<file path="src/hw/rtl/stt_pkg.sv">
// ----------------------------------------------------------------------------
// stt_pkg
// Shared types and constants of the software timer slot table.
// ----------------------------------------------------------------------------
package stt_pkg;

   localparam int SLOTS   = 16;
   localparam int SLOT_IW = (SLOTS > 1) ? $clog2(SLOTS) : 1;

   localparam int OP_W     = 3;
   localparam int SLOT_W   = 6;
   localparam int STATUS_W = 2;
   localparam int TPS_W    = 16;

   localparam logic [TPS_W-1:0] TPS_RESET = TPS_W'(1000);

   localparam logic [OP_W-1:0] OP_TICK       = 3'd0;
   localparam logic [OP_W-1:0] OP_START_PER  = 3'd1;
   localparam logic [OP_W-1:0] OP_START_ONCE = 3'd2;
   localparam logic [OP_W-1:0] OP_CANCEL     = 3'd3;
   localparam logic [OP_W-1:0] OP_SET_SEC    = 3'd4;

   localparam logic [STATUS_W-1:0] ST_DONE     = 2'd0;
   localparam logic [STATUS_W-1:0] ST_FIRED    = 2'd1;
   localparam logic [STATUS_W-1:0] ST_FULL     = 2'd2;
   localparam logic [STATUS_W-1:0] ST_SCAN_END = 2'd3;

   // controller -> datapath
   typedef struct packed {
      logic load;       // capture request beat
      logic exec_op;    // run a non-tick op and emit its result
      logic advance;    // tick: advance counters, restart scan
      logic scan_step;  // handle current slot, move to next
      logic emit_end;   // emit end-of-scan result
   } cmd_type;

   // datapath -> controller
   typedef struct packed {
      logic out_free;
      logic is_tick;
      logic fire;
      logic scan_done;
   } sts_type;

endpackage

</file>
<file path="src/hw/rtl/stt_ctrl.sv">
// ----------------------------------------------------------------------------
// stt_ctrl
// Sequencer: accepts a request, runs it, walks the slots on a tick.
// ----------------------------------------------------------------------------
module stt_ctrl (
   input  logic             clock,
   input  logic             reset,
   input  logic             req_valid,
   output logic             req_ready,
   input  stt_pkg::sts_type sts,
   output stt_pkg::cmd_type cmd
);

   typedef enum logic [3:0] {
      S_IDLE = 4'b0001,
      S_EXEC = 4'b0010,
      S_SCAN = 4'b0100,
      S_END  = 4'b1000
   } state_type;

   state_type state_ff, state_in;
   logic      step;

   // a firing slot has to wait for room in the output register
   assign step = !sts.fire || sts.out_free;

   always_comb begin
      state_in  = state_ff;
      cmd       = '0;
      req_ready = 1'b0;
      case (state_ff)
         S_IDLE: begin
            req_ready = 1'b1;
            if (req_valid) begin
               cmd.load = 1'b1;
               state_in = S_EXEC;
            end
         end
         S_EXEC: begin
            if (sts.is_tick) begin
               cmd.advance = 1'b1;
               state_in    = S_SCAN;
            end else if (sts.out_free) begin
               cmd.exec_op = 1'b1;
               state_in    = S_IDLE;
            end
         end
         S_SCAN: begin
            if (step) begin
               cmd.scan_step = 1'b1;
               if (sts.scan_done) state_in = S_END;
            end
         end
         S_END: begin
            if (sts.out_free) begin
               cmd.emit_end = 1'b1;
               state_in     = S_IDLE;
            end
         end
         default: state_in = S_IDLE;
      endcase
   end

   always_ff @(posedge clock) begin
      if (reset) state_ff <= S_IDLE;
      else       state_ff <= state_in;
   end

endmodule

</file>
<file path="src/hw/rtl/stt_datapath.sv">
// ----------------------------------------------------------------------------
// stt_datapath
// Counters, slot table, request and result registers.
// ----------------------------------------------------------------------------
module stt_datapath (
   input  logic                            clock,
   input  logic                            reset,
   input  stt_pkg::cmd_type                cmd,
   output stt_pkg::sts_type                sts,
   input  logic [stt_pkg::OP_W-1:0]        req_op,
   input  logic [31:0]                     req_period_ticks,
   input  logic [stt_pkg::SLOT_W-1:0]      req_slot_index,
   input  logic [31:0]                     req_time_value,
   input  logic                            csr_valid,
   input  logic [stt_pkg::TPS_W-1:0]       csr_ticks_per_second,
   output logic                            rsp_valid,
   input  logic                            rsp_ready,
   output logic [stt_pkg::STATUS_W-1:0]    rsp_status,
   output logic [stt_pkg::SLOT_W-1:0]      rsp_slot,
   output logic [31:0]                     rsp_tick_count,
   output logic [31:0]                     rsp_seconds,
   output logic                            rsp_last
);

   localparam int SIW = stt_pkg::SLOT_IW;

   // request beat
   logic [stt_pkg::OP_W-1:0]   op_ff;
   logic [31:0]                period_ff;
   logic [stt_pkg::SLOT_W-1:0] index_ff;
   logic [31:0]                tval_ff;

   // counters and register
   logic [31:0]                tick_ff, tick_in;
   logic [stt_pkg::TPS_W-1:0]  sub_ff, sub_in, sub_inc;
   logic [31:0]                sec_ff, sec_in;
   logic [stt_pkg::TPS_W-1:0]  tps_ff;

   // slot table
   logic [31:0]                slot_period_ff [stt_pkg::SLOTS];
   logic [31:0]                slot_last_ff   [stt_pkg::SLOTS];
   logic [stt_pkg::SLOTS-1:0]  slot_repeats_ff;
   logic [stt_pkg::SLOTS-1:0]  active_ff, active_in;
   logic [SIW-1:0]             scan_ff, scan_in;

   // result register
   logic                       rsp_valid_ff;
   logic [stt_pkg::STATUS_W-1:0] rsp_status_ff, status_in;
   logic [stt_pkg::SLOT_W-1:0] rsp_slot_ff, slot_in;
   logic [31:0]                rsp_tick_ff, rsp_sec_ff;
   logic                       rsp_last_ff, last_in;

   logic                       free_found;
   logic [SIW-1:0]             free_idx;
   logic                       is_start, cancel_ok;
   logic [31:0]                elapsed;
   logic                       fire, emit, fire_wr, start_wr;

   // lowest free slot
   always_comb begin
      free_found = 1'b0;
      free_idx   = '0;
      for (int i = stt_pkg::SLOTS - 1; i >= 0; i--) begin
         if (!active_ff[i]) begin
            free_found = 1'b1;
            free_idx   = SIW'(i);
         end
      end
   end

   assign is_start  = (op_ff == stt_pkg::OP_START_PER) || (op_ff == stt_pkg::OP_START_ONCE);
   assign cancel_ok = ({1'b0, index_ff} < (stt_pkg::SLOT_W + 1)'(stt_pkg::SLOTS));

   // wrap-safe elapsed time of the slot under scan
   assign elapsed  = tick_ff - slot_last_ff[scan_ff];
   assign fire     = active_ff[scan_ff] && (elapsed >= slot_period_ff[scan_ff]);
   assign fire_wr  = cmd.scan_step && fire;
   assign start_wr = cmd.exec_op && is_start && free_found;
   assign emit     = cmd.exec_op || fire_wr || cmd.emit_end;

   assign sts.out_free  = !rsp_valid_ff || rsp_ready;
   assign sts.is_tick   = (op_ff == stt_pkg::OP_TICK);
   assign sts.fire      = fire;
   assign sts.scan_done = (scan_ff == SIW'(stt_pkg::SLOTS - 1));

   assign sub_inc = sub_ff + 1'b1;

   always_comb begin
      tick_in   = tick_ff;
      sub_in    = sub_ff;
      sec_in    = sec_ff;
      active_in = active_ff;
      scan_in   = scan_ff;
      status_in = stt_pkg::ST_DONE;
      slot_in   = '0;
      last_in   = 1'b1;
      if (cmd.advance) begin
         tick_in = tick_ff + 1'b1;
         scan_in = '0;
         // count wraps mod 2^16, so a zero register rolls over every 65536 ticks
         if (sub_inc == tps_ff) begin
            sub_in = '0;
            sec_in = sec_ff + 1'b1;
         end else begin
            sub_in = sub_inc;
         end
      end
      if (cmd.scan_step) begin
         scan_in = scan_ff + 1'b1;
         if (fire) begin
            status_in = stt_pkg::ST_FIRED;
            slot_in   = stt_pkg::SLOT_W'(scan_ff);
            last_in   = 1'b0;
            if (!slot_repeats_ff[scan_ff]) active_in[scan_ff] = 1'b0;
         end
      end
      if (cmd.emit_end) status_in = stt_pkg::ST_SCAN_END;
      if (cmd.exec_op) begin
         case (op_ff)
            stt_pkg::OP_START_PER, stt_pkg::OP_START_ONCE: begin
               if (free_found) begin
                  active_in[free_idx] = 1'b1;
                  slot_in             = stt_pkg::SLOT_W'(free_idx);
               end else begin
                  status_in = stt_pkg::ST_FULL;
               end
            end
            stt_pkg::OP_CANCEL: begin
               if (cancel_ok) active_in[index_ff[SIW-1:0]] = 1'b0;
            end
            stt_pkg::OP_SET_SEC: begin
               sec_in = tval_ff;
               sub_in = '0;
            end
            default: ;
         endcase
      end
   end

   always_ff @(posedge clock) begin
      if (cmd.load) begin
         op_ff     <= req_op;
         period_ff <= req_period_ticks;
         index_ff  <= req_slot_index;
         tval_ff   <= req_time_value;
      end
      if (start_wr) begin
         slot_period_ff[free_idx]  <= period_ff;
         slot_last_ff[free_idx]    <= tick_ff;
         slot_repeats_ff[free_idx] <= (op_ff == stt_pkg::OP_START_PER);
      end
      if (fire_wr) slot_last_ff[scan_ff] <= tick_ff;
      if (emit) begin
         rsp_status_ff <= status_in;
         rsp_slot_ff   <= slot_in;
         rsp_tick_ff   <= tick_in;
         rsp_sec_ff    <= sec_in;
         rsp_last_ff   <= last_in;
      end
      scan_ff <= scan_in;
   end

   always_ff @(posedge clock) begin
      if (reset) begin
         tick_ff      <= '0;
         sub_ff       <= '0;
         sec_ff       <= '0;
         tps_ff       <= stt_pkg::TPS_RESET;
         active_ff    <= '0;
         rsp_valid_ff <= 1'b0;
      end else begin
         tick_ff   <= tick_in;
         sub_ff    <= sub_in;
         sec_ff    <= sec_in;
         active_ff <= active_in;
         if (csr_valid) tps_ff <= csr_ticks_per_second;
         if (emit)           rsp_valid_ff <= 1'b1;
         else if (rsp_ready) rsp_valid_ff <= 1'b0;
      end
   end

   assign rsp_valid      = rsp_valid_ff;
   assign rsp_status     = rsp_status_ff;
   assign rsp_slot       = rsp_slot_ff;
   assign rsp_tick_count = rsp_tick_ff;
   assign rsp_seconds    = rsp_sec_ff;
   assign rsp_last       = rsp_last_ff;

endmodule

</file>
<file path="src/hw/rtl/software_timer_slot_table_top.sv">
// ----------------------------------------------------------------------------
// software_timer_slot_table_top
// Tick counter, seconds clock and a table of 16 software timer slots.
// ----------------------------------------------------------------------------
// Usage:
//   req_*  : one beat per operation (tick, start periodic, start one-shot,
//            cancel, set seconds). Taken only while the block is idle.
//   rsp_*  : result beats; rsp_last marks the final beat of an operation.
//            A tick gives one beat per fired slot, then a scan-end beat.
//   csr_*  : ticks_per_second write port, always ready; write while idle.
// Sequence:
//   Non-tick ops: the request beat is captured, then the op runs and its
//   result is registered once the output register has room; the next
//   request is taken the cycle after that.
//   Tick: the request beat, then a step that advances the counters, then a
//   scan of the slots (one compare of the elapsed time per cycle while no
//   firing slot waits for the output register), then the end beat.
// Reset: counters and seconds clear, every slot free, ticks_per_second 1000.
// Stall: a single output register holds a result; while it is not taken
//   the scan stops on the next firing slot and resumes when room appears.
// ----------------------------------------------------------------------------
module software_timer_slot_table_top (
   input  logic                            clock,
   input  logic                            reset,
   input  logic                            req_valid,
   output logic                            req_ready,
   input  logic [stt_pkg::OP_W-1:0]        req_op,
   input  logic [31:0]                     req_period_ticks,
   input  logic [stt_pkg::SLOT_W-1:0]      req_slot_index,
   input  logic [31:0]                     req_time_value,
   output logic                            rsp_valid,
   input  logic                            rsp_ready,
   output logic [stt_pkg::STATUS_W-1:0]    rsp_status,
   output logic [stt_pkg::SLOT_W-1:0]      rsp_slot,
   output logic [31:0]                     rsp_tick_count,
   output logic [31:0]                     rsp_seconds,
   output logic                            rsp_last,
   input  logic                            csr_valid,
   output logic                            csr_ready,
   input  logic [stt_pkg::TPS_W-1:0]       csr_ticks_per_second
);

   stt_pkg::cmd_type cmd;
   stt_pkg::sts_type sts;

   assign csr_ready = 1'b1;

   stt_ctrl u_ctrl (
      .clock     (clock),
      .reset     (reset),
      .req_valid (req_valid),
      .req_ready (req_ready),
      .sts       (sts),
      .cmd       (cmd)
   );

   stt_datapath u_datapath (
      .clock                (clock),
      .reset                (reset),
      .cmd                  (cmd),
      .sts                  (sts),
      .req_op               (req_op),
      .req_period_ticks     (req_period_ticks),
      .req_slot_index       (req_slot_index),
      .req_time_value       (req_time_value),
      .csr_valid            (csr_valid),
      .csr_ticks_per_second (csr_ticks_per_second),
      .rsp_valid            (rsp_valid),
      .rsp_ready            (rsp_ready),
      .rsp_status           (rsp_status),
      .rsp_slot             (rsp_slot),
      .rsp_tick_count       (rsp_tick_count),
      .rsp_seconds          (rsp_seconds),
      .rsp_last             (rsp_last)
   );

endmodule

</file>
<file path="config.mk">
export PLATFORM = sky130hd
export DESIGN_NAME = software_timer_slot_table_top
export DESIGN_NICKNAME = d
export VERILOG_FILES = /design/src/hw/rtl/stt_pkg.sv /design/src/hw/rtl/stt_ctrl.sv /design/src/hw/rtl/stt_datapath.sv /design/src/hw/rtl/software_timer_slot_table_top.sv
export SDC_FILE = /design/constraint.sdc
export NUM_CORES = 1
export LEC_CHECK = 0
export CAP_MARGIN = 20
export CELL_PAD_IN_SITES_DETAIL_PLACEMENT = 0
export CELL_PAD_IN_SITES_GLOBAL_PLACEMENT = 1
export CORE_MARGIN = 4
export CORE_UTILIZATION = 50
export CTS_CLUSTER_SIZE = 28
export DETAILED_ROUTE_END_ITERATION = 16
export DONT_BUFFER_PORTS = 1
export PLACE_DENSITY = 0.83
export SLEW_MARGIN = 10
export SYNTH_ARGS = -nofsm -noshare
export SYNTH_HDL_FRONTEND = slang
export SYNTH_HIERARCHICAL = 1
export SYNTH_SLANG_ARGS = --single-unit
</file>
<file path="constraint.sdc">
create_clock -name clock -period 10.5 [get_ports clock]
set_input_delay 1.05 -clock clock [delete_from_list [all_inputs] [get_ports clock]]
set_output_delay 1.05 -clock clock [all_outputs]
set_load 0.005 [all_outputs]
</file>
==> metrics.log <==
[metrics] top cells by area, synth: sky130_fd_sc_hd__edfxtp_1, sky130_fd_sc_hd__mux4_2, sky130_fd_sc_hd__dfxtp_1
[metrics] number of antenna violations at the first check in global routing: 7
[metrics] gpl congestion: around 0.88
[metrics] die extent in y: about 330 µm
[metrics] Mean Syn Cell Area: 18.6 µm²
[metrics] number of max-slew violations in the final report: 0
[metrics] Hold WS: roughly 0.4 ns
[metrics] most numerous cell types in the synthesized netlist: sky130_fd_sc_hd__edfxtp_1, sky130_fd_sc_hd__mux4_2, sky130_fd_sc_hd__dfxtp_1
[metrics] overall die area: between 100000 and 150000 µm²
[metrics] Logic pwr share: less than 1%
[metrics] growth of design area from synthesis to finish: 12.1%
[metrics] number of global-route vias before repair: between 20000 and 30000
[metrics] switching fraction of total power: around a fifth
[metrics] number of vias after detailed routing: 27500
[metrics] count of max-cap constraint violations: 0
[metrics] WL/cell: about 28 µm
[metrics] cell-internal power: roughly 8.4 mW
[metrics] slowest stage cell on the critical path: sky130_fd_sc_hd__o21ai_4
[metrics] proportion of layout cells with a drive suffix above 1: approximately 22%
[metrics] Die Span X: approximately 330 µm
[metrics] Max transition margin: 24.5%
[metrics] #FFs+latches synth: roughly 1300
[metrics] number of standard-cell rows in the floorplan: 119
[metrics] HPWL after DPL: between 60000 and 70000 µm
[metrics] hold violation total from the final report: 0
[metrics] share of synthesized registers carrying an async set or reset: 0%
[metrics] Critical Path Start Type: register
[metrics] register area share after synthesis: between 70 and 80%
[metrics] slowest stage delay, CP: around 0.9 ns
[metrics] maximum fanout along the worst path: 26
[metrics] post-route standard cell area excluding fillers: between 50000 and 60000 µm²
[metrics] global-route wire length before repair: 185000 µm
[metrics] kind of cell adding the most delay to the critical path: compound AO/OA/AOI/OAI gates
[metrics] unrepaired setup endpoints after global routing: false
[metrics] category of the worst setup path capture point: register
[metrics] post-cts repair resize count: 0
[metrics] net switching power figure: 2.07 mW
[metrics] Clock Latency Late Sink: 0.74 ns
[metrics] placed instance count: 4193
[metrics] final setup violation count: 0
[metrics] Pre-Repair DR Iteration Count: 6
[metrics] clock slew at reported path FFs: 0.06 ns
[metrics] Total Wirelength: about 120000 µm
[metrics] worst hold-check path type: primary input to register
[metrics] total power draw: 10.5 mW
[metrics] number of synthesis warnings: 6
[metrics] buffer count from post-CTS setup fixing: 0
[metrics] GRT Residual Overflow: 0
[metrics] starting density of the core: 50.3%
[metrics] number of nets in the layout: 3100
[metrics] count of port buffers added during placement: 0
[metrics] Post-Syn Area: 52900 µm²
[metrics] CP arrival: around 10 ns
[metrics] required time at the endpoint of the critical path: 10.89 ns
[metrics] number of DRC markers after the initial detailed-route iteration: ~3200
[metrics] cell leakage power: 18.9 nW
[metrics] remaining number of nets flagged by the antenna check after routing: 0
[metrics] number of buffers on the longest clock path: 3
[metrics] top-level I/O count: 170
[metrics] Flop pwr share: 55.1%
[metrics] cell type contributing the most total cell area after synthesis: sky130_fd_sc_hd__edfxtp_1
[metrics] register-to-register path setup slack: approximately 1.2 ns
[metrics] clock network fraction of total power: 44.0%
[metrics] worst setup path class: register to register
[metrics] area inside the core boundary: ~110000 µm²
[metrics] vias per std cell: between 6 and 7
[metrics] critical hold path startpoint: reset
[metrics] slew at the pin closest to its max-slew limit: between 1 and 1.5 ns
[metrics] Crit path top cell by count: sky130_fd_sc_hd__a21o_1
[metrics] maximum number of pins on one net before global-route repair: about 140
[metrics] final period utilization: between 80% and 90%
[metrics] ys flop type: sky130_fd_sc_hd__edfxtp_1
[metrics] clock root cell: sky130_fd_sc_hd__clkbuf_16
[metrics] Worst Hold Endpoint: u_datapath/sec_ff[27]
[metrics] number of cell instances on the worst register-to-register path: 28
[metrics] Critical R2R Capture: u_datapath/slot_last_ff[12][7]
[metrics] count of flip-flops with a built-in enable after synthesis: approximately 1200
[metrics] distinct cell type count of the synthesized netlist: 79
[metrics] non-filler cells, final: around 4400
[metrics] Setup Skew: 0.0340 ns
[metrics] number of buffer and inverter stages on the critical path: 3
[metrics] cell with the most instances after synthesis: sky130_fd_sc_hd__edfxtp_1
[metrics] power density of the placed cells: about 180 nW/µm²
[metrics] hold buffer count at CTS: 0
[metrics] overall global routing resource usage: 22.3%
[metrics] top-area cell type share of the netlist area: approximately 67%
[metrics] worst hold path stage count: 1
[metrics] number of buffers inserted during clock tree synthesis: 130
[metrics] number of cells produced by synthesis: ~2800
[metrics] TritonCTS Sinks: about 1300
[metrics] Setup Total Neg Slack: 0 ns
[metrics] CTS tree: yes
[metrics] Achievable Freq: between 0.1 and 0.15 GHz
[metrics] IR Drop Worst-Case VDD: roughly 0.15 mV
[metrics] run status: completed
[metrics] remaining routing DRC violations: 0
[metrics] number of H-tree branching levels: 4
[metrics] area of placed instances: around 55000 µm²
[metrics] min cycle time layout: 9.33 ns
## layer usage
| layer | GRT usage, % | share of wire (%) | wire (µm) | vias up |
|---|---|---|---|---|
| met1 | 30.4 | 39 | 47700 | 14200 |
| li1 | - | - | - | 11600 |
| met4 | 6.24 | 2.3 | 2870 | 0 |
| met5 | 0 | 0 | 0 | - |
| met3 | 4.83 | 8.9 | 11000 | 203 |
| met2 | 36.9 | 50 | 62000 | 1496 |
## flip-flops by register name (all words and copies together), names as in the netlist, 2 cells and up, named ones only
signal,cells
u_datapath/op_ff,3
u_datapath/tick_ff,32
u_datapath/index_ff,6
u_datapath/rsp_slot,4
u_datapath/active_ff,16
u_datapath/rsp_seconds,32
u_datapath/rsp_tick_count,32
u_datapath/slot_repeats_ff,16
u_datapath/period_ff,32
u_datapath/scan_ff,4
u_datapath/sec_ff,32
u_datapath/slot_period_ff,512
u_datapath/tval_ff,32
u_datapath/slot_last_ff,512
u_datapath/tps_ff,16
u_datapath/rsp_status,2
u_datapath/sub_ff,16
u_ctrl/state_ff,4
## worst register-to-register path: cells and delay by family, from the launching register on
family          cells  cell delay (ns)
xor+xnor            1             0.14
mux                 2             1.08
buf+inv             3             1.12
flops               1             0.61
simple gates       10             1.70
compound gates     10             3.72
fa+ha+maj           2             0.60
## how the worst max path moves through the flow
stage	startpoint	to	slack, ns	cells past startpoint
6_report	register	u_datapath/slot_last_ff[12][7]	1.17	28
5_1_grt	register	u_datapath/slot_last_ff[12][6]	0.72	29
4_1_cts	register	u_datapath/slot_last_ff[12][7]	1.25	28
3_5_place_dp	register	u_datapath/slot_last_ff[12][9]	1.26	28
3_3_place_gp	register	u_datapath/slot_last_ff[12][9]	1.42	28
2_1_floorplan	register	u_datapath/slot_last_ff[3][0]	0.27	34
## power groups by stage
stage	sequential (mW)	combinational, mW	clock [mW]
final	5.77	0.0866	4.61
after detailed placement	5.88	0.0859	0
after global routing	5.77	0.0940	4.93
after global placement	5.87	0.0839	0
after floorplan	5.86	0.0672	0
after CTS	5.77	0.0871	4.68
## placed cells by master (no fill, tap or decap), drive strengths merged, types with 19 or more instances in the layout
cell type | Yosys | final
a211oi | 27 | 27
a21o | 25 | 25
a21oi | 86 | 86
and3 | 25 | 25
buf | 38 | 81
clkbuf | 86 | 168
clkinv | 0 | 53
dfxtp | 121 | 121
edfxtp | 1188 | 1188
ha | 71 | 71
inv | 105 | 110
mux4 | 329 | 329
nand2 | 88 | 88
nand2b | 19 | 19
nand3 | 54 | 54
nand4 | 23 | 23
nor2 | 124 | 124
nor2b | 61 | 61
o21ai | 77 | 77
xnor2 | 78 | 78
xor2 | 36 | 36
## logic make-up (layout without fill, tap and decap cells)
logic type / count (synthesis) / in the layout / share of synthesized area, %
flops: 1309 / 1309 / 72.0
simple gates: 477 / 477 / 4.79
mux: 341 / 341 / 14.2
compound gates: 300 / 300 / 3.64
buf+inv: 229 / 426 / 1.71
xor+xnor: 114 / 114 / 1.89
fa+ha+maj: 72 / 72 / 1.72
other cells: 2 / 6 / 0.0142
## cell type report
type | count | area (µm²)
antenna | 3 | 7.51
clock buffer | 168 | 3550
clock inverter | 72 | 697
fill | 7711 | 45800
inverter | 105 | 395
multi-input combinational | 1307 | 14200
sequential | 1309 | 38100
tap | 1391 | 1740
timing repair buffer | 81 | 646
## metrics by stage
step	util, %	worst slack [ns]
3_5_place_dp	52.4	1.26
3_3_place_gp	52.4	1.42
5_1_grt	56.4	0.725
2_1_floorplan	-	0.266
4_1_cts	56.4	1.25
6_report	56.4	1.17
Power figures use the tool's default switching activity.
